**src/rtl/gain_ramped_stream_mixer_unit_macros.svh**
```systemverilog
// assertion macros for the gain ramped stream mixer
// expects signals clk and rst in the scope that uses them
`ifndef GAIN_RAMPED_STREAM_MIXER_UNIT_MACROS_SVH
`define GAIN_RAMPED_STREAM_MIXER_UNIT_MACROS_SVH

// same-cycle implication
`define GMX_ASSERT_NOW(lbl, ante, cons) \
  lbl: assert property (@(posedge clk) disable iff (rst) (ante) |-> (cons)) \
    else $error("gmx check failed");

// next-cycle implication
`define GMX_ASSERT_NEXT(lbl, ante, cons) \
  lbl: assert property (@(posedge clk) disable iff (rst) (ante) |=> (cons)) \
    else $error("gmx check failed");

`endif

```
**src/rtl/gmx_pkg.sv**
```systemverilog
// shared constants for the gain ramped stream mixer
// no dependencies
`default_nettype none
package gmx_pkg;
  localparam int STREAMS          = 32;
  localparam int MAX_BLOCK_FRAMES = 4096;
  localparam int SLOT_W   = 5;
  localparam int GAIN_W   = 18;
  localparam int FRAMES_W = 13;
  localparam int SMP_W    = 24;
  localparam int STEP_W   = 33;
  // running gain keeps growing when one slot is sampled several times in a frame
  localparam int RUN_W    = 41;
  localparam int SUM_W    = 32;

  localparam logic [2:0] OP_SET_GAIN = 3'd0;
  localparam logic [2:0] OP_START    = 3'd1;
  localparam logic [2:0] OP_STOP     = 3'd2;
  localparam logic [2:0] OP_BEGIN    = 3'd3;
  localparam logic [2:0] OP_SAMPLE   = 3'd4;

  localparam logic RES_FRAME = 1'b0;
  localparam logic RES_GRANT = 1'b1;
endpackage
`default_nettype wire

```
**src/rtl/gmx_div.sv**
```systemverilog
// restoring divider for gain ramp steps, one quotient bit per cycle
// depends on gmx_pkg
`default_nettype none
module gmx_div import gmx_pkg::*; (
  input  wire logic                     clk,
  input  wire logic                     rst,
  input  wire logic                     start,
  input  wire logic signed [STEP_W-1:0] numer,
  input  wire logic [FRAMES_W-1:0]      denom,
  output logic                          done,
  output logic signed [STEP_W-1:0]      quotient
);
  localparam int MAG_W = STEP_W - 1;

  logic               busy;
  logic [5:0]         count;
  logic               neg;
  logic [MAG_W-1:0]   quo;
  logic [FRAMES_W-1:0] rem;
  logic [FRAMES_W-1:0] dvs;
  logic [FRAMES_W:0]  rem_sh;
  logic               fits;
  logic [STEP_W-1:0]  mag_full;

  assign mag_full = numer[STEP_W-1] ? STEP_W'(-numer) : STEP_W'(numer);
  assign rem_sh   = {rem, quo[MAG_W-1]};
  assign fits     = rem_sh >= {1'b0, dvs};

  // one quotient bit per cycle
  always_ff @(posedge clk) begin
    if (rst) begin
      busy <= 1'b0;
      done <= 1'b0;
      count <= '0;
    end else begin
      done <= 1'b0;
      if (start) begin
        busy  <= 1'b1;
        count <= 6'(MAG_W);
        neg   <= numer[STEP_W-1];
        quo   <= mag_full[MAG_W-1:0];
        rem   <= '0;
        dvs   <= denom;
      end else if (busy) begin
        rem   <= fits ? FRAMES_W'(rem_sh - {1'b0, dvs}) : rem_sh[FRAMES_W-1:0];
        quo   <= {quo[MAG_W-2:0], fits};
        count <= count - 6'd1;
        if (count == 6'd1) begin
          busy <= 1'b0;
          done <= 1'b1;
        end
      end
    end
  end

  assign quotient = neg ? -$signed({1'b0, quo}) : $signed({1'b0, quo});
endmodule
`default_nettype wire

```
**config.mk**
```make
export PLATFORM = sky130hd
export DESIGN_NAME = gmx_div
export DESIGN_NICKNAME = d
export VERILOG_FILES = /design/src/rtl/gain_ramped_stream_mixer_unit_macros.svh /design/src/rtl/gmx_pkg.sv /design/src/rtl/gmx_div.sv
export SDC_FILE = /design/constraint.sdc
export NUM_CORES = 1
export LEC_CHECK = 0
export ABC_AREA = 1
export ABC_CLOCK_PERIOD_IN_PS = 9500
export BUFFER_PORTS_ARGS = -buffer_cell sky130_fd_sc_hd__buf_2
export CORE_MARGIN = 1
export CORE_UTILIZATION = 45
export DETAILED_ROUTE_END_ITERATION = 7
export PLACE_DENSITY = 0.65
export SETUP_SLACK_MARGIN = 0.1
export SYNTH_ARGS = -nofsm -noshare
export SYNTH_HDL_FRONTEND = slang
export SYNTH_SLANG_ARGS = --single-unit
export TNS_END_PERCENT = 10
```
**constraint.sdc**
```tcl
create_clock -name clk -period 9.5 [get_ports clk]
set_input_delay 0.95 -clock clk [delete_from_list [all_inputs] [get_ports clk]]
set_output_delay 0.95 -clock clk [all_outputs]
set_load 0.005 [all_outputs]
```
==> results of run 1 <==
-- sequential cells by signal, summed over array words and instances, names as in the netlist --
name and cells:
done 1, rem 13, quo 32, neg 1
dvs 13, busy 1, count 6
-- synth_stat cells (2+ instances only) --
cell type	instances	area, sq um
a21oi_1	12	60.06
a31oi_1	2	12.51
buf_1	4	15.01
buf_2	6	30.03
buf_4	2	15.01
buf_6	2	22.52
clkbuf_1	5	18.77
dfxtp_1	8	160.2
edfxtp_1	59	1772
ha_1	17	212.7
inv_1	107	401.6
inv_2	6	22.52
nand2_1	221	829.6
nand2_2	8	50.05
nand2_4	2	22.52
nand3_1	79	395.4
nand3_2	3	30.03
nand3b_1	4	30.03
nand4_1	13	81.33
nor2_1	109	409.1
nor2_2	3	18.77
nor2_4	4	45.04
nor3_1	6	30.03
nor3_4	2	32.53
nor4_1	2	12.51
o21ai_0	46	230.2
o21ai_1	3	15.01
or2_2	2	12.51
xnor2_1	10	87.58
xor2_1	33	289.0
-- per-stage QoR --
stage,cells,util
floorplan,791,-
global placement,1000,0.5152
detailed placement,1000,0.5152
CTS,1016,0.5401
global route,1016,0.5401
finish,1016,0.5401
-- how the worst max path moves through the flow --
stage,startpoint,endpoint,cells after the start
finish,neg,quotient[27],4
global route,neg,quotient[10],4
CTS,neg,quotient[27],4
detailed placement,neg,quotient[27],4
global placement,neg,quotient[25],6
floorplan,start,quo[0],4
-- final cells by class --
cell class	instances	area, sq um	area share
repair buffers	85	432.9	0.06873
inverters	113	424.2	0.06734
multi-input cells	592	3040	0.4827
flip-flops and latches	67	1932	0.3067
well taps	143	178.9	0.02841
clock buffers	12	257.7	0.04092
clock inverters	4	32.53	0.005165
-- worst min-delay path, cell delays in order (launching register included) --
cell and delay [ns]:
dfxtp_1 0.32, nand2_1 0.07, a21oi_1 0.06
-- power by group --
group	switching (mW)	internal (mW)	total [mW]
clock	0.131	0.194	0.326
combinational	0.154	0.0887	0.243
sequential	0.0199	0.350	0.370
-- kinds of logic after synthesis --
kind of cell    share of synthesized area
fa+ha+maj                         0.04242
compound gates                    0.07230
simple gates                       0.3688
buf+inv                           0.09578
flops                              0.3521
xor+xnor                          0.06864
-- metal layers --
| metal | vias up | GRT usage | part of all wire |
|---|---|---|---|
| met2 | 123 | 0.4306 | 0.49 |
| met3 | 27 | 0.02916 | 0.036 |
| met4 | 0 | 0.08622 | 0.022 |
| li1 | 2694 | - | - |
| met1 | 2445 | 0.3034 | 0.45 |
| met5 | - | 0 | 0 |
==> flow_summary.yaml, run 1 <==
floorplanning:
  die_y_um: 112.4
  die_w_um: 112.4
  ios: 83
  rows: 39
  start_util: 0.4704
  die_area_sq_mm: 0.01264
  core_sq_mm: 0.01166
layout:
  insertedDiodeCount: 0
  final_cell_mix: "nand2_1, nor2_1, inv_1, buf_2, nand3_1"
  final_cell_area_sq_mm: 0.006299
  fillers: 1206
  syn2layout_area_growth_pct: 14.80
  layout_commonest_cell: "nand2_1"
  layout-drive-gt1-share: 0.1535
  fin_nets: 935
route:
  vias: 5289
  routed_wl_um: 14420
  drt_iter0_drc: 313
  antenna_left: 0
  via_per_inst: 5.206
  route.detailed.drc: 0
  wl_per_cell_um: 14.19
  drt_first_pass_iters: 5
worst_hold_path:
  min_to: "count[0]"
  worstHoldStart: "count[0]"
  hold_path.class: "register to register"
  hold_path_depth: 2
worst_setup_path:
  path_max_fanout: 27
  cp-start-kind: "register"
  rr_endpoint: "rem[11]"
  crit_arrival_ns: 2.41
  crit_family: "flip-flops"
  path_buf_inv: 2
  r2r_start: "quo[31]"
  r2r_slack_ns: 6.90
  crit_path_end_kind: "output port"
  crit_required_ns: 8.55
  slowest_stage: "edfxtp_1"
  crit_type: "register to output port"
  worstRegToRegCells: 14
  worstPathCellList: "inv_1, o21ai_0, xor2_1, buf_2"
  cp_slowest_stage_delay_ns: 0.94
placed_design:
  numPortBuffers: 82
  place_area_sq_mm: 0.006008
  place_worst_setup_slack_ns: 6.567
  place.gp.congestion: 0.9265
  place_hpwl_um: 11170
timing:
  finalCritPeriodShare: 0.3536
  finClkSkew_ns: 0.01140
  max_freq_mhz: 297.7
  drv_slew: 0
  min_period_ns: 3.359
  setup_viol: 0
  rsz0062_at_grt: "false"
  holdWs_ns: 0.4985
  slew_headroom: 0.3938
  hold_viol: 0
  fin_ws_ns: 6.141
  fin_setup_tns_ns: 0
  worst_slew_pin_slew_ns: 0.9093
synthesis:
  synth_flop_cell: "edfxtp_1"
  synth_edf_count: 59
  syn_inst: 791
  syn_avg_cell_area_sq_um: 6.936
  netlist_area_sq_mm: 0.005487
  ys_seq_elements: 67
  ys_types: 41
  synth_nets: 858
  ys_async_sr_fraction: 0
  ys_warn_count: 0
  ys_seq_area_frac: 0.3521
clocking:
  clkTransAtPathRegs_ns: 0.06
  clock-sinks: 67
  cts-resized-gates: 0
  clk_latency_ns: 0.34
  hold_buffers: 0
  cts_tree: "done"
  cts_inserted_buffers: 9
  root_buffer: "clkbuf_16"
  ctsHtreeMaxLevel: 3
  cts_max_path_buffers: 2
  post_cts_buffers: 0
global_routing:
  globalRouteOverflowTotal: 0
  grt_pass1_wl_um: 24230
  grt_max_degree: 56
  grt_pass1_vias: 5178
  grt.total_usage: 0.2424
  antenna_found_initial: 0
flow_run:
  max_cap_viol_count: 0
power_and_ir_drop:
  p_per_area_mw_per_mm2: 149.0
  p_leak_nw: 3.024
  power_uw: 938.6
  peakVddDrop_v: 0.00008033
run_status:
  outcome: "complete, no violations"
Note: power is estimated with default switching activity, not from simulation.
==> run 2: changes to the inputs <==
- ABC_CLOCK_PERIOD_IN_PS: 9500 -> 3100
- clock period: 9.5 -> 3.1 ns (I/O delays scaled with it)
==> run 2 against run 1 <==
Against the previous run:
- register-to-register slack worse by 6.2 ns
- sequential power rose to 3.1 times the previous value
- critical path depth up 6
- non-clock buffer count up 2
- count of clock-buffer cells in the layout down 1
- setup slack worse by 5.5 ns
- die area unchanged
- wire length down 0.62%
- via count down 0.70%
- hold slack worse by 0.36 ns
- design area up 0.64%
==> flow_summary.yaml, run 2 (same netlist as run 1, synthesis figures left out) <==
placed_design:
  numPortBuffers: 82
  place_hpwl_um: 11310
  place.gp.congestion: 0.8839
power_and_ir_drop:
  p_per_area_mw_per_mm2: 463.2
  p_leak_nw: 3.048
  peakVddDrop_v: 0.0002403
floorplanning:
  die_w_um: 112.4
  die_area_sq_mm: 0.01264
  start_util: 0.4704
  rows: 39
  core_sq_mm: 0.01166
  die_y_um: 112.4
  ios: 83
timing:
  slew_headroom: 0.5908
  min_period_ns: 2.502
  setup_viol: 0
  max_freq_mhz: 399.6
  finClkSkew_ns: 0.009143
  rsz0062_at_grt: "false"
  drv_slew: 0
  hold_viol: 0
  finalCritPeriodShare: 0.8072
  fin_setup_tns_ns: 0
  worst_slew_pin_slew_ns: 0.6138
route:
  drt_iter0_drc: 287
  antenna_left: 0
  drt_first_pass_iters: 5
  vias: 5252
  route.detailed.drc: 0
  via_per_inst: 5.159
  wl_per_cell_um: 14.07
  routed_wl_um: 14330
layout:
  final_cell_mix: "nand2_1, nor2_1, inv_1, buf_2, nand3_1"
  fin_nets: 937
  insertedDiodeCount: 0
  fillers: 1137
  largest_register: "quo"
  largest_registers: "quo: 32 flops, dvs: 13 flops, rem: 13 flops"
  fin_util: 0.5435
  layout-drive-gt1-share: 0.1577
  syn2layout_area_growth_pct: 15.53
  largest_reg_flops: 32
  layout_commonest_cell: "nand2_1"
clocking:
  clock-sinks: 67
  clkTransAtPathRegs_ns: 0.06
  ctsHtreeMaxLevel: 3
  cts-resized-gates: 0
  cts_tree: "done"
  clk_latency_ns: 0.34
  cts_max_path_buffers: 2
  post_cts_buffers: 0
  root_buffer: "clkbuf_16"
  hold_buffers: 0
  cts_inserted_buffers: 9
worst_setup_path:
  crit_type: "register to output port"
  path_max_fanout: 4
  worstPathCellList: "inv_1, ha_1, inv_1, nor3_4, nand2_2, nor2_4, nand3_1, o21ai_1, o21ai_0, buf_2"
  slowest_stage: "edfxtp_1"
  cp_common_cell: "inv_1"
  cp-start-kind: "register"
  crit_required_ns: 2.79
  cp_slowest_stage_delay_ns: 0.45
  crit_arrival_ns: 2.19
  crit_path_end_kind: "output port"
global_routing:
  grt_pass1_vias: 5062
  antenna_found_initial: 0
  grt_pass1_wl_um: 23380
  globalRouteOverflowTotal: 0
  grt_max_degree: 56
  grt.total_usage: 0.2379
run_status:
  outcome: "complete, no violations"
worst_hold_path:
  hold_path.class: "primary input to register"
flow_run:
  max_cap_viol_count: 0
## run 2: cell types whose count changed in the layout (fill, tap and decap cells not counted)
| cell | change |
|---|---|
| inv_4 | -1 |
| inv_6 | +1 |
| clkbuf_1 | -2 |
| buf_4 | +2 |
| clkinv_2 | +1 |
| clkbuf_16 | +1 |
## run 2: final timing paths
path,start,endpoint,slack (ns),cells after the start
max,quo[0],quotient[32],0.60,10
min,denom[4],dvs[4],0.14,1
max reg2reg,quo[31],rem[11],0.71,14
min reg2reg,count[0],count[0],0.49,2
## run 2: critical path, delay by kind of cell, from the launching register on
kind,cells,cell delay (ns)
AO/OA/AOI/OAI,2,0.31
adder cells (fa/ha/maj),1,0.15
buffers and inverters,3,0.35
flip-flops,1,0.45
AND/OR/NAND/NOR,4,0.58
## run 2: stage by stage
step	area [sq um]	cells	power, mW	hold WS (ns)	setup WS, ns
after floorplan	5490	791	1.664	0.4089	0.7165
after global placement	6023	1002	1.885	0.4756	0.7954
after detailed placement	6023	1002	1.901	0.4818	0.7043
after CTS	6339	1018	2.965	0.1263	0.5857
after global routing	6339	1018	3.104	0.1221	0.4059
final	6339	1018	2.936	0.1400	0.5976
## run 2: report_power, final
group | leakage [nW] | switching, mW | internal, mW
combinational | 2.26 | 0.483 | 0.274
sequential | 0.632 | 0.0531 | 1.07
clock | 0.156 | 0.408 | 0.644
total | 3.05 | 0.945 | 1.99
## run 2: layout make-up
| class | instances | area (sq um) | area share |
|---|---|---|---|
| multi-input combinational | 592 | 3040 | 0.4797 |
| clock inverter | 5 | 40.04 | 0.006317 |
| timing repair buffer | 87 | 447.9 | 0.07067 |
| sequential | 67 | 1932 | 0.3048 |
| inverter | 113 | 424.2 | 0.06692 |
| clock buffer | 11 | 275.3 | 0.04343 |
| tap | 143 | 178.9 | 0.02823 |
## run 2: routing by layer
metal  vias to the layer above  global-route usage  part of all wire
met5                         -                   0                 0
met4                         0              0.1138             0.032
met3                        36             0.04104             0.040
met2                       128              0.4008              0.48
met1                      2375              0.2969              0.45
li1                       2713                   -                 -
==> run 3: changes to the inputs <==
- ABC_AREA: 1 -> 0
- ABC_CLOCK_PERIOD_IN_PS: 3100 -> 2500
- PLACE_DENSITY: 0.65 -> 0.67
- clock period: 3.1 -> 2.5 ns (I/O delays scaled with it)
==> run 3 against run 2 <==
Against the previous run:
- the flow now finishes with violations (setup timing)
- total power increased by 10%
- count of clock-buffer cells in the layout did not move
- clock power is 11% lower
- die area fell by 15%
- sequential power grew 24%
- design area shrank 7.5%
- hold slack lost 0.080 ns
- critical path depth shrank 4
- first-iteration DRC count down 43%
- flip-flop and latch count unchanged
- setup slack lost 1.1 ns
==> flow_summary.yaml, run 3 <==
run_status:
  outcome: "finished with violations"
  violations: "setup timing"
timing:
  finalCritPeriodShare: 1.215
  drv_slew: 0
  hold_viol: 0
  fin_setup_tns_ns: -5.147
  rsz0062_at_grt: "true"
  setup_viol: 25
  slew_headroom: 0.5781
  max_freq_mhz: 329.3
  holdWs_ns: 0.05987
  min_period_ns: 3.037
  finClkSkew_ns: 0.01028
  worst_slew_pin_slew_ns: 0.6328
  fin_ws_ns: -0.5371
synthesis:
  synth_top_area_frac: 0.3819
  ys_seq_area_frac: 0.4164
  yosysMostFrequentCell: "edfxtp_1"
  ys_types: 47
  netlist_area_sq_mm: 0.004639
  ys_warn_count: 0
  ys_seq_elements: 67
  synth_flop_cell: "edfxtp_1"
  syn_inst: 465
  syn_avg_cell_area_sq_um: 9.977
  synth_edf_count: 59
  netlist_top_cells_count: "edfxtp_1, xnor2_1, nor2_1"
  synthTopCellsByArea: "edfxtp_1, xnor2_1, mux2_2"
  synth_nets: 532
  ys_async_sr_fraction: 0
  yosysTopAreaCell: "edfxtp_1"
route:
  via_per_inst: 5.513
  drt_iter0_drc: 165
  wl_per_cell_um: 15.79
  route.detailed.drc: 0
  drt_first_pass_iters: 5
  vias: 3986
  antenna_left: 0
  routed_wl_um: 11420
worst_setup_path:
  crit_arrival_ns: 2.79
  cp-start-kind: "register"
  path_max_fanout: 3
  crit_type: "register to output port"
  crit_path_end_kind: "output port"
  crit_required_ns: 2.25
floorplanning:
  rows: 36
  die_w_um: 103.5
  ios: 83
  core_sq_mm: 0.009864
  start_util: 0.4703
  die_area_sq_mm: 0.01072
  die_y_um: 103.5
clocking:
  cts_inserted_buffers: 9
  clkTransAtPathRegs_ns: 0.08
  cts_tree: "done"
  ctsHtreeMaxLevel: 3
  clk_latency_ns: 0.36
  cts_max_path_buffers: 2
  root_buffer: "clkbuf_8"
  clock-sinks: 67
placed_design:
  numPortBuffers: 82
  place_worst_setup_slack_ns: -0.1760
  place_hpwl_um: 8236
  place.gp.congestion: 0.8861
worst_hold_path:
  hold_path.class: "primary input to register"
layout:
  fillers: 852
  multiInputGateArea_sq_mm: 0.002724
  syn2layout_area_growth_pct: 26.38
  register_area_sq_mm: 0.001932
  layout_commonest_cell: "buf_2"
  largest_reg_flops: 32
  final_cell_mix: "buf_2, edfxtp_1, xnor2_1, buf_4, nor2_1"
  largest_register: "quo"
  fin_nets: 652
  insertedDiodeCount: 0
  largest_registers: "quo: 32 flops, dvs: 13 flops, rem: 13 flops"
  layout-drive-gt1-share: 0.3390
global_routing:
  grt_pass1_wl_um: 18350
  grt_pass1_vias: 3852
  grt_max_degree: 54
  grt.total_usage: 0.2156
  antenna_found_initial: 0
  globalRouteOverflowTotal: 0
power_and_ir_drop:
  peakVddDrop_v: 0.0002962
  p_leak_nw: 2.302
  p_per_area_mw_per_mm2: 553.1
flow_run:
  max_cap_viol_count: 0
==> run 3: cell types whose count changed in the layout (fill, tap and decap cells not counted), moves of 11 or more <==
cell	delta
nand3_1	-74
o21ai_0	-22
nand2_1	-191
mux2_2	+25
clkbuf_16	-11
buf_4	+34
xnor2_1	+38
a21oi_1	+14
clkbuf_8	+11
nor2_1	-74
inv_1	-80
==> run 3: final timing paths <==
check	startpoint	to	slack [ns]	cells past startpoint
setup / recovery	quo[22]	quotient[32]	-0.54	6
hold reg to reg	count[0]	count[0]	0.48	2
hold / removal	denom[2]	dvs[2]	0.06	1
setup reg to reg	quo[31]	rem[10]	-0.04	11
==> run 3: final cells by class <==
cell class	count	area share
inverters	27	0.01729
flip-flops and latches	67	0.3295
multi-input cells	356	0.4646
repair buffers	124	0.1257
well taps	133	0.02838
clock inverters	5	0.008749
clock buffers	11	0.02582
==> run 3: per-stage QoR <==
| step | util | instance area [sq um] | std cells | total power [mW] |
|---|---|---|---|---|
| after floorplan | - | 4643 | 465 | 1.969 |
| after global placement | 0.5550 | 5475 | 706 | 2.268 |
| after detailed placement | 0.5550 | 5475 | 706 | 2.288 |
| after CTS | 0.5836 | 5757 | 722 | 3.245 |
| after global routing | 0.5944 | 5863 | 723 | 3.411 |
| final | 0.5944 | 5863 | 723 | 3.243 |
==> run 3: critical path, cell delays in order (launching register included) <==
cell and delay (ns):
edfxtp_1 0.39, or4_4 0.55, or4_4 0.42, or2_4 0.25, or3_4 0.39, o41a_1 0.30
buf_2 0.13
==> run 3: cells by family (layout without fill, tap and decap cells) <==
| kind of cell | after synthesis | count (layout) | synth area share |
|---|---|---|---|
| and+or+nand+nor | 132 | 132 | 0.1440 |
| AOI/OAI and AO/OA | 102 | 102 | 0.1427 |
| xor gates and xnor gates | 71 | 71 | 0.1340 |
| DFF | 67 | 67 | 0.4164 |
| buffers and inverters | 42 | 167 | 0.03479 |
| muxes | 33 | 33 | 0.07794 |
| adders and majority gates | 18 | 18 | 0.05016 |
==> run 3: metal layers <==
layer  global-route usage  wire length (um)  vias to the layer above
met5                    0                 0                        -
met2               0.3715              5625                      123
met1               0.2610              4903                     1889
met4              0.08075               196                        0
li1                     -                 -                     1956
met3              0.05035               691                       18
==> run 3: what timing repair did <==
action / in CTS / in global routing
setup buffers: 0 / 1
hold buffers: 0 / 0
pin swaps: 4 / 9
endpoints found under the setup margin: 35 / 38
gates resized for setup: 23 / 17
==> run 3: where the power goes <==
group / switching (mW) / total (mW) / leakage, nW / internal, mW
sequential: 0.0625 / 1.40 / 0.628 / 1.34
clock: 0.429 / 0.937 / 0.103 / 0.508
combinational: 0.468 / 0.908 / 1.57 / 0.440
